## src/rtl/kptl_pkg.sv

```systemverilog
// ----------------------------------------------------------------------------
// kptl_pkg
// Types and constants shared by the key tap / long-press detector.
// ----------------------------------------------------------------------------
package kptl_pkg;

    localparam int CFG_INDEX_WIDTH = 2;
    localparam int CFG_DATA_WIDTH  = 16;
    localparam int IDLE_CODE_WIDTH = 8;
    localparam int TAP_WIDTH       = 8;

    localparam logic [CFG_INDEX_WIDTH-1:0] CFG_IDLE_CODE   = 2'd0;
    localparam logic [CFG_INDEX_WIDTH-1:0] CFG_LONG_TICKS  = 2'd1;
    localparam logic [CFG_INDEX_WIDTH-1:0] CFG_GAP_TICKS   = 2'd2;

    localparam logic [CFG_DATA_WIDTH-1:0] LONG_TICKS_RESET = 16'd100;
    localparam logic [CFG_DATA_WIDTH-1:0] GAP_TICKS_RESET  = 16'd30;

    localparam logic [TAP_WIDTH-1:0] TAP_MAX = '1;

    typedef enum logic [1:0] {
        PS_IDLE = 2'd0,
        PS_DOWN = 2'd1,
        PS_UP   = 2'd2
    } press_state_t;

    typedef enum logic [1:0] {
        PK_PLAIN  = 2'd0,
        PK_SERIES = 2'd1,
        PK_LONG   = 2'd2
    } press_kind_t;

    // Event attributes that travel beside the key code
    typedef struct packed {
        press_state_t          press;
        press_kind_t           kind;
        logic [TAP_WIDTH-1:0]  taps;
    } evt_info_t;

endpackage

```

## src/rtl/kptl_tracker.sv

```systemverilog
// ----------------------------------------------------------------------------
// kptl_tracker
// Press tracking state and the per-sample update that decides on an event.
// ----------------------------------------------------------------------------
module kptl_tracker #(
    parameter int KEY_WIDTH   = 8,
    parameter int TIMER_WIDTH = 16
) (
    input  logic                             aclk,
    input  logic                             aresetn,
    input  logic                             step,
    input  logic [KEY_WIDTH-1:0]             key,
    input  logic [KEY_WIDTH-1:0]             idle_code,
    input  logic [kptl_pkg::CFG_DATA_WIDTH-1:0] long_ticks,
    input  logic [kptl_pkg::CFG_DATA_WIDTH-1:0] gap_ticks,
    output logic                             emit,
    output logic [KEY_WIDTH-1:0]             evt_key,
    output kptl_pkg::evt_info_t              evt_info
);
    import kptl_pkg::*;

    localparam int EXT_WIDTH = TIMER_WIDTH + CFG_DATA_WIDTH;
    localparam logic [EXT_WIDTH-1:0] TIMER_MAX_EXT =
        {{CFG_DATA_WIDTH{1'b0}}, {TIMER_WIDTH{1'b1}}};

    logic [KEY_WIDTH-1:0]   cur_key_reg,  cur_key_next;
    logic [KEY_WIDTH-1:0]   prev_key_reg, prev_key_next;
    press_state_t           press_reg,    press_next;
    press_kind_t            kind_reg,     kind_next;
    logic [TAP_WIDTH-1:0]   taps_reg,     taps_next;
    logic [TIMER_WIDTH-1:0] hold_reg,     hold_next;
    logic [TIMER_WIDTH-1:0] gap_reg,      gap_next;

    logic [EXT_WIDTH-1:0]   long_ext, gap_ext;
    logic [TIMER_WIDTH-1:0] long_lim, gap_lim;

    // Clip limits that exceed the timer range to the largest timer value
    assign long_ext = {{TIMER_WIDTH{1'b0}}, long_ticks};
    assign gap_ext  = {{TIMER_WIDTH{1'b0}}, gap_ticks};
    assign long_lim = (long_ext > TIMER_MAX_EXT) ? {TIMER_WIDTH{1'b1}}
                                                 : long_ext[TIMER_WIDTH-1:0];
    assign gap_lim  = (gap_ext > TIMER_MAX_EXT)  ? {TIMER_WIDTH{1'b1}}
                                                 : gap_ext[TIMER_WIDTH-1:0];

    always_comb begin
        cur_key_next  = cur_key_reg;
        prev_key_next = prev_key_reg;
        press_next    = press_reg;
        kind_next     = kind_reg;
        taps_next     = taps_reg;
        hold_next     = hold_reg;
        gap_next      = gap_reg;
        emit          = 1'b0;
        if (key != idle_code) begin
            cur_key_next = key;
            if (prev_key_reg == key) begin
                if (press_reg == PS_DOWN) begin
                    if (hold_reg < long_lim) begin
                        hold_next = hold_reg + 1'b1;
                    end else if (kind_reg != PK_LONG) begin
                        kind_next = PK_LONG;
                        emit      = 1'b1;
                    end
                end else begin
                    // repeat tap within the gap
                    press_next = PS_DOWN;
                    kind_next  = PK_SERIES;
                    if (taps_reg != TAP_MAX) begin
                        taps_next = taps_reg + 1'b1;
                    end
                    gap_next = '0;
                    emit     = 1'b1;
                end
            end else begin
                press_next    = PS_DOWN;
                kind_next     = PK_PLAIN;
                taps_next     = '0;
                prev_key_next = key;
                gap_next      = '0;
                hold_next     = '0;
                emit          = 1'b1;
            end
        end else begin
            hold_next = '0;
            if (press_reg != PS_IDLE) begin
                if (gap_reg < gap_lim) begin
                    if (press_reg == PS_DOWN) begin
                        press_next = PS_UP;
                        emit       = 1'b1;
                    end
                    gap_next = gap_reg + 1'b1;
                end else begin
                    // gap expired: drop back to idle silently
                    press_next    = PS_IDLE;
                    kind_next     = PK_PLAIN;
                    taps_next     = '0;
                    cur_key_next  = idle_code;
                    prev_key_next = idle_code;
                end
            end
        end
    end

    always_comb begin
        evt_key        = cur_key_next;
        evt_info.press = press_next;
        evt_info.kind  = kind_next;
        evt_info.taps  = taps_next;
    end

    always_ff @(posedge aclk) begin
        if (!aresetn) begin
            cur_key_reg  <= '0;
            prev_key_reg <= '0;
            press_reg    <= PS_IDLE;
            kind_reg     <= PK_PLAIN;
            taps_reg     <= '0;
            hold_reg     <= '0;
            gap_reg      <= '0;
        end else if (step) begin
            cur_key_reg  <= cur_key_next;
            prev_key_reg <= prev_key_next;
            press_reg    <= press_next;
            kind_reg     <= kind_next;
            taps_reg     <= taps_next;
            hold_reg     <= hold_next;
            gap_reg      <= gap_next;
        end
    end

endmodule

```

## src/rtl/key_press_tap_long_detector.sv

```systemverilog
// ----------------------------------------------------------------------------
// key_press_tap_long_detector
// Turns a stream of sampled key codes into press, tap, long-press and release
// events.
// ----------------------------------------------------------------------------
// Datapath: an accepted sample is held in the input register, processed by the
// tracker, and its event is registered in the output register behind m_tvalid.
// Throughput: one sample per cycle; a stalled event holds the input register
// once it has taken one more request.
// Reset: aresetn synchronous, active low; clears tracking state to idle and
// loads the register defaults (idle code 0, long press 100, tap gap 30).
// ----------------------------------------------------------------------------
module key_press_tap_long_detector #(
    parameter int KEY_WIDTH   = 8,
    parameter int TIMER_WIDTH = 16
) (
    input  logic                                  aclk,
    input  logic                                  aresetn,
    // s_tdata: key_sample
    input  logic                                  s_tvalid,
    output logic                                  s_tready,
    input  logic [((KEY_WIDTH+7)/8)*8-1:0]        s_tdata,
    // m_tdata: event_key, event_press, event_taps
    output logic                                  m_tvalid,
    input  logic                                  m_tready,
    output logic [((KEY_WIDTH+10+7)/8)*8-1:0]     m_tdata,
    // m_tuser: event_kind
    output logic [1:0]                            m_tuser,
    input  logic                                  cfg_valid,
    output logic                                  cfg_ready,
    input  logic [kptl_pkg::CFG_INDEX_WIDTH-1:0]  cfg_index,
    input  logic [kptl_pkg::CFG_DATA_WIDTH-1:0]   cfg_data
);
    import kptl_pkg::*;

    localparam int EVT_WIDTH = KEY_WIDTH + 10;
    localparam int OUT_WIDTH = ((EVT_WIDTH + 7) / 8) * 8;

    logic [KEY_WIDTH-1:0]      idle_code_reg;
    logic [CFG_DATA_WIDTH-1:0] long_ticks_reg;
    logic [CFG_DATA_WIDTH-1:0] gap_ticks_reg;
    logic [KEY_WIDTH+IDLE_CODE_WIDTH-1:0] idle_ext;

    logic                 in_valid_reg;
    logic [KEY_WIDTH-1:0] in_key_reg;
    logic                 advance;

    logic                 emit;
    logic [KEY_WIDTH-1:0] evt_key;
    evt_info_t            evt_info;

    logic                 out_valid_reg;
    logic [KEY_WIDTH-1:0] out_key_reg;
    evt_info_t            out_info_reg;

    assign cfg_ready = 1'b1;
    assign idle_ext  = {{KEY_WIDTH{1'b0}}, cfg_data[IDLE_CODE_WIDTH-1:0]};

    always_ff @(posedge aclk) begin
        if (!aresetn) begin
            idle_code_reg  <= '0;
            long_ticks_reg <= LONG_TICKS_RESET;
            gap_ticks_reg  <= GAP_TICKS_RESET;
        end else if (cfg_valid) begin
            case (cfg_index)
                CFG_IDLE_CODE:  idle_code_reg  <= idle_ext[KEY_WIDTH-1:0];
                CFG_LONG_TICKS: long_ticks_reg <= cfg_data;
                CFG_GAP_TICKS:  gap_ticks_reg  <= cfg_data;
                default: ;
            endcase
        end
    end

    // Process the held sample when the event register is free or draining
    assign advance  = in_valid_reg && (!out_valid_reg || m_tready);
    assign s_tready = !in_valid_reg || advance;

    always_ff @(posedge aclk) begin
        if (!aresetn) begin
            in_valid_reg <= 1'b0;
        end else if (s_tready) begin
            in_valid_reg <= s_tvalid;
        end
    end

    always_ff @(posedge aclk) begin
        if (s_tready && s_tvalid) begin
            in_key_reg <= s_tdata[KEY_WIDTH-1:0];
        end
    end

    kptl_tracker #(
        .KEY_WIDTH   (KEY_WIDTH),
        .TIMER_WIDTH (TIMER_WIDTH)
    ) u_tracker (
        .aclk       (aclk),
        .aresetn    (aresetn),
        .step       (advance),
        .key        (in_key_reg),
        .idle_code  (idle_code_reg),
        .long_ticks (long_ticks_reg),
        .gap_ticks  (gap_ticks_reg),
        .emit       (emit),
        .evt_key    (evt_key),
        .evt_info   (evt_info)
    );

    always_ff @(posedge aclk) begin
        if (!aresetn) begin
            out_valid_reg <= 1'b0;
        end else if (advance) begin
            out_valid_reg <= emit;
        end else if (m_tready) begin
            out_valid_reg <= 1'b0;
        end
    end

    always_ff @(posedge aclk) begin
        if (advance && emit) begin
            out_key_reg  <= evt_key;
            out_info_reg <= evt_info;
        end
    end

    assign m_tvalid = out_valid_reg;
    assign m_tdata  = OUT_WIDTH'({out_info_reg.taps, out_info_reg.press, out_key_reg});
    assign m_tuser  = out_info_reg.kind;

endmodule
```

## config.mk

```make
export PLATFORM = sky130hd
export DESIGN_NAME = key_press_tap_long_detector
export DESIGN_NICKNAME = d
export VERILOG_FILES = /design/src/rtl/kptl_pkg.sv /design/src/rtl/kptl_tracker.sv /design/src/rtl/key_press_tap_long_detector.sv
export SDC_FILE = /design/constraint.sdc
export NUM_CORES = 1
export LEC_CHECK = 0
export BUFFER_PORTS_ARGS = -buffer_cell sky130_fd_sc_hd__buf_2
export CORE_MARGIN = 2
export CORE_UTILIZATION = 55
export CTS_BUF_LIST = sky130_fd_sc_hd__clkbuf_8 sky130_fd_sc_hd__clkbuf_16
export DETAILED_ROUTE_END_ITERATION = 12
export GPL_TIMING_DRIVEN = 1
export PLACE_DENSITY = 0.75
export SKIP_LAST_GASP = 1
export SYNTH_ARGS = -nofsm -noshare
export SYNTH_HDL_FRONTEND = slang
export SYNTH_SLANG_ARGS = --single-unit
```

## constraint.sdc

```tcl
create_clock -name aclk -period 11.6 [get_ports aclk]
set_clock_uncertainty 0.2 [all_clocks]
set_input_delay 1.16 -clock aclk [delete_from_list [all_inputs] [get_ports aclk]]
set_output_delay 1.16 -clock aclk [all_outputs]
set_load 0.1 [all_outputs]
```

=== After elaboration in Yosys (flattened, before gate mapping) ===
Cells that the tools add are included.

* Logic and storage cells: 101
* Output and inout bits: 29
* Input port bits: 31
* Bits in registers: 130

* Muxes and demuxes: 47
* Reductions and logical operators: 18
* Order comparisons: 4
* $add $sub $neg: 3
* Eq/ne operators: 12

{| class="wikitable"
|+ Operators with widths
! operator !! number
|-
| two-way mux 16 bit || 11
|-
| two-way mux 8 bit || 13
|-
| adder 16 x 1 -> 16 bit (second input constant) || 2
|-
| > comparator 16 bit (second input constant) || 2
|-
| < comparator 16 bit || 2
|-
| two-way mux 2 bit || 13
|-
| two-way mux 1 bit || 10
|-
| inequality test 3 bit (second input constant) || 3
|-
| adder 8 x 1 -> 8 bit (second input constant) || 1
|-
| equality test 8 bit || 1
|-
| inequality test 8 bit || 1
|-
| inequality test 8 bit (second input constant) || 1
|-
| AND reduction 4 bit || 2
|-
| nonzero test 2 bit || 4
|-
| AND reduction 2 bit || 3
|-
| equality test 2 x 1 -> 1 bit (second input constant) || 2
|-
| inequality test 2 bit (second input constant) || 2
|-
| logical AND 1 bit || 3
|-
| AND reduction 3 bit || 1
|-
| equality test 2 bit (second input constant) || 1
|-
| logical NOT 1 bit || 2
|-
| logical NOT 2 bit || 1
|-
| logical OR 1 bit || 2
|-
| inequality test 2 x 1 -> 1 bit (second input constant) || 1
|}

=== Logic depth before layout (Yosys ltp) ===
* Depth after elaboration: 8
* Gate-level depth with buffers: 10
* Mapped depth without buffers: 9

=== Hierarchy ===
From an unflattened synthesis, not the netlist that was laid out.

* Cell total of the unflattened synthesis: 758
* Area total of the unflattened synthesis: 6,927.9 um2

{| class="wikitable"
|+ Modules (own cells, without submodules)
! module !! instances !! cells each !! sequential area each (um2) !! area each (um2)
|-
| kptl_tracker || 1 || 549 || 1,201.2 || 4,350.4
|-
| key_press_tap_long_detector || 1 || 209 || 1,681.6 || 2,577.5
|}

=== Least setup slack after synthesis ===
Ideal clock, no wire load.

* Path kind: flip-flop to flip-flop
* From: register gap_ticks_reg[1]
* To: register out_info_reg (netlist bit m_tdata[10]) (enable)
* Data required time: 10,978 ps
* Stages on the path, launching flop included: 9
* Setup slack: 7,729 ps
* Path buffers: 1
* Arrival: 3,249 ps
* Period minus slack after synthesis: 3,871 ps
* Setup time: 422 ps
* Path through: dfxtp_1 > inv_1 > ha_1 > a2111o_1 > a311oi_2 > and2_4 > clkbuf_1 > a21oi_1 > nor3_1

* Cells in the longest elaborated chain, start to end: 7

{| class="wikitable"
|+ Ends and longest elaborated chain
! item !! RTL line !! text
|-
| start: declaration || key_press_tap_long_detector.sv:41 || <nowiki>logic [CFG_DATA_WIDTH-1:0] gap_ticks_reg;</nowiki>
|-
| start signal: assignment || key_press_tap_long_detector.sv:68 || <nowiki>CFG_GAP_TICKS: gap_ticks_reg <= cfg_data;</nowiki>
|-
| > comparator 16 bit || kptl_tracker.sv:42 || <nowiki>assign gap_lim = (gap_ext > TIMER_MAX_EXT) ? {TIMER_WIDTH{1'b1}}</nowiki>
|-
| two-way mux 16 bit (*) || kptl_tracker.sv:42 ||
|-
| < comparator 16 bit (*) || kptl_tracker.sv:86 || <nowiki>if (gap_reg < gap_lim) begin</nowiki>
|-
| two-way mux 1 bit (*) || kptl_tracker.sv:86 ||
|-
| two-way mux 1 bit (*) || kptl_tracker.sv:85 || <nowiki>if (press_reg != PS_IDLE) begin</nowiki>
|-
| two-way mux 1 bit (*) || kptl_tracker.sv:54 || <nowiki>if (key != idle_code) begin</nowiki>
|-
| logical AND 1 bit (*) || key_press_tap_long_detector.sv:119 || <nowiki>if (advance && emit) begin</nowiki>
|-
| end signal: assignment || key_press_tap_long_detector.sv:121 || <nowiki>out_info_reg <= evt_info;</nowiki>
|-
| end: declaration || key_press_tap_long_detector.sv:54 || <nowiki>evt_info_t out_info_reg;</nowiki>
|}

Every way passes the cells marked *; elsewhere a longest branch is shown, timed or not.
A chain may end at the register's enable or synchronous reset.

=== Worst setup path after layout ===
* From: register in_key_reg[7]
* To: register out_info_reg (netlist bit m_tuser[0]) (enable)

* Cells in the longest elaborated chain, start to end: 4
* Elaborated cells on any way between the ends: 5
* Classes of those cells: 2 x eq/ne; 2 x mux; 1 x reduce/logical

{| class="wikitable"
|+ Ends and longest elaborated chain
! item !! RTL line !! text
|-
| start: declaration || key_press_tap_long_detector.sv:45 || <nowiki>logic [KEY_WIDTH-1:0] in_key_reg;</nowiki>
|-
| start signal: assignment || key_press_tap_long_detector.sv:88 || <nowiki>in_key_reg <= s_tdata[KEY_WIDTH-1:0];</nowiki>
|-
| equality test 8 bit || kptl_tracker.sv:56 || <nowiki>if (prev_key_reg == key) begin</nowiki>
|-
| two-way mux 1 bit || kptl_tracker.sv:56 ||
|-
| two-way mux 1 bit (*) || kptl_tracker.sv:54 ||
|-
| logical AND 1 bit (*) || key_press_tap_long_detector.sv:119 ||
|}

Marks and branches as above.

==> impl_results.md <==
- Outcome: finished clean
- Setup ws final: between 8000 and 9000 ps
- Cell Area, Synth: ~6700 um^2
- Worst rel slew slack: 15.74%
- Cts bufs inserted: 17
- Worst hold path class: reg -> reg
- Tot Pwr: about 1.1 mW
- M1 WL: between 7000 and 8000 um
- Slew Limit Fails: 0
- Total gr overflow: 0
- Clk pin slew, worst setup/hold paths: about 60 ps
- DRT Wirelength: approximately 16000 um
- RSZ-0062 raised after global routing: no
- Highest routed layer: met4
- Synth-to-layout area growth: 13.97%
- Most frequent cell after synthesis: dfxtp_1
- Core area: ~12000 um^2
- Setup violators final: 0
- Hold Path Stages: 2
- Antenna violations before repair: 0
- CTS Hold Bufs: 0
- RR Endpoint: m_tuser[0]
- FF-to-FF setup slack: roughly 8000 ps
- EDFF count, synth: 28
- Worst-Skew Late Latency: 430 ps
- P_leak: 3.010 nW
- TritonCTS clock tree: yes
- Tmin final: between 3000 and 4000 ps
- Path depth of the worst reg2reg path: 8
- Die Y: 114.6 um
- Starting density of the core: between 50% and 60%
- DRT Pass-1 Iters: 5
- Gpl congestion: 0.8757
- Peak VDD IR: 0.1434 mV
- P per Cell Area: approximately 150 nW/um^2
- Pin count of the biggest net entering global routing: 80
- Vias in the first global route: about 5400
- WP data required: between 10000 and 15000 ps
- Setup crit start kind: flip-flop
- Setup CP Type: reg -> reg
- Mean post-synth cell area: just under 9 um^2
- Synth area leader: dfxtp_1
- CP peak stage delay: 740 ps
- Worst Hold End: long_ticks_reg[3]
- Rows: 40
- Fmax: roughly 0.28 GHz
- R2R Path Start: in_key_reg[7]
- Synth unique cells: 64
- Routed wl met3: ~810 um
- Gr usage total: around a quarter
- Cell at the slowest stage of the critical path: and4_1
- Pre-CTS setup slack: a little over 8000 ps
- Cell Chain, Critical Path: xor2_1 -> nor4_1 -> and4_1 -> nor3_1 -> nand2_1 -> a21oi_1 -> nor3_2 -> buf_4
- Synth Instances: ~750
- Top_reg_cell synth: dfxtp_1
- Synth area leaders: dfxtp_1 (30%), edfxtp_1 (12%), ha_1 (6.1%), nand2_1 (5.2%), mux2i_1 (3.9%)
- Yosys reg bits: 130
- Share of layout cells above drive strength 1: between 10% and 20%
- Post-Layout Inst Area: around 7700 um^2
- Antenna diodes: 0
- Drc violations: 0
- Crit end category: flip-flop
- DR WL met2: around 8000 um
- CP top delay family: simple AND/OR/NAND/NOR gates
- Routed vias/inst: 5.909
- Clock root buffer: clkbuf_16
- Antenna Violating Nets Remaining: 0
- Final Net Count: between 800 and 900
- Yosys top cell area share: 30.35%
- Resize count post-CTS: 0
- IO buf count: 52
- Synth warn: 0
- First-pass GRT wire length: 26080 um
- CTS H-tree depth: 4
- Clock Sinks: 130
- Worst slew pin tran: ~1300 ps
- Post-CTS setup buffer count: 0
- CP arrival: approximately 3500 ps
- Iter 0 DRT Violations: slightly below 400
- Max cap viols: 0
- Worst Path Buf+Inv: 1
- Seq/Total Area, Yosys: a little over two fifths
- Wire per inst: about 17 um
- Final Hold Viols: 0
- Final setup TNS: 0 ps
- CP max FO: 20
- Die W: 114.6 um
- End-of-flow core utilization: between 60% and 70%
- Share of synthesized registers carrying an async set or reset: 0%
- Via count: approximately 5600
- CTS max path bufs: 2
- DP Wirelength: roughly 11000 um
- Commonest cells in the synthesized netlist: dfxtp_1 (102), nand2_1 (93), a21oi_1 (51), inv_1 (46), nor2_1 (41)
- I/O pin count: 60
- Tcrit/Tclk final: 31.00%
- Full die area: 13130 um^2
- Hold path startpoint: long_ticks_reg[3]
- Placed Area: 7047 um^2
cells in the final DEF, fill, tap and decap left out, drive strengths merged, types with 3 or more instances in the layout:
cell       n
or3        4
a31oi      6
a21o       4
inv       48
nand4     21
mux2i     26
nor2b     25
a2bb2oi    3
buf       58
ha        33
nand2b     4
and4       4
edfxtp    28
or4        6
clkbuf    23
nor2      43
a21oi     51
conb       7
xor2      13
and3      15
o211a      8
nor3      19
dfxtp    102
a21boi    30
clkinv     4
o211ai     8
nand2     94
xnor2     11
and2       7
o21ai     35
o31ai     13
nand3     17
mux2       4
where the power goes:
part           switching (mW)  internal, mW
clock network           0.197         0.355
registers              0.0102         0.477
logic                  0.0758        0.0285
total                   0.283         0.861
cell families (layout without fill, tap and decap cells):
kind of cell / Yosys count / after routing / share of synthesized area (%)
buffers and inverters: 89 / 137 / 5.505
other: 2 / 7 / 0.1116
AOI/OAI and AO/OA: 178 / 178 / 17.78
muxes: 30 / 30 / 4.538
adders and majority gates: 33 / 33 / 6.137
and+or+nand+nor: 268 / 268 / 19.96
DFF: 130 / 130 / 42.85
xor gates and xnor gates: 24 / 24 / 3.124
worst register-to-register path, stage by stage, from the launching register on:
cell and delay, ps:
edfxtp_1 460, xor2_1 170, nor4_1 410, and4_1 740, nor3_1 400, nand2_1 180
a21oi_1 80, nor3_2 280, buf_4 330
metal layers:
| layer | track usage, % | vias to the layer above |
|---|---|---|
| li1 | - | 2745 |
| met1 | 33.16 | 2683 |
| met2 | 41.14 | 187 |
| met3 | 5.558 | 22 |
| met4 | 9.512 | 0 |
| met5 | 0 | - |
cell type report:
cell class | instances | area (um^2)
clock buffer | 23 | 519.2
clock inverter | 9 | 101.3
fill | 985 | 4294
inverter | 47 | 176.4
multi-input combinational | 540 | 3498
sequential | 130 | 2883
tap | 147 | 183.9
timing repair buffer | 58 | 305.3
worst max-delay path by stage:
stage	slack, ps	end	cells after the start	start
finish	8000	m_tuser[0]	8	in_key_reg[7]
global route	7730	u_tracker.gap_reg[13]	7	in_key_reg[7]
CTS	8100	m_tdata[8]	8	in_key_reg[7]
detailed placement	8120	m_tdata[8]	8	in_key_reg[7]
global placement	8200	m_tdata[8]	8	in_key_reg[7]
floorplan	7730	m_tdata[10]	8	gap_ticks_reg[1]
through the flow:
| stage | instances | hold WS (ps) |
|---|---|---|
| 2_1_floorplan | 759 | 243.5 |
| 3_3_place_gp | 922 | 253.8 |
| 3_5_place_dp | 922 | 259.4 |
| 4_1_cts | 954 | 267.0 |
| 5_1_grt | 954 | 287.3 |
| 6_report | 954 | 263.2 |
(Power assumes the default switching activity.)
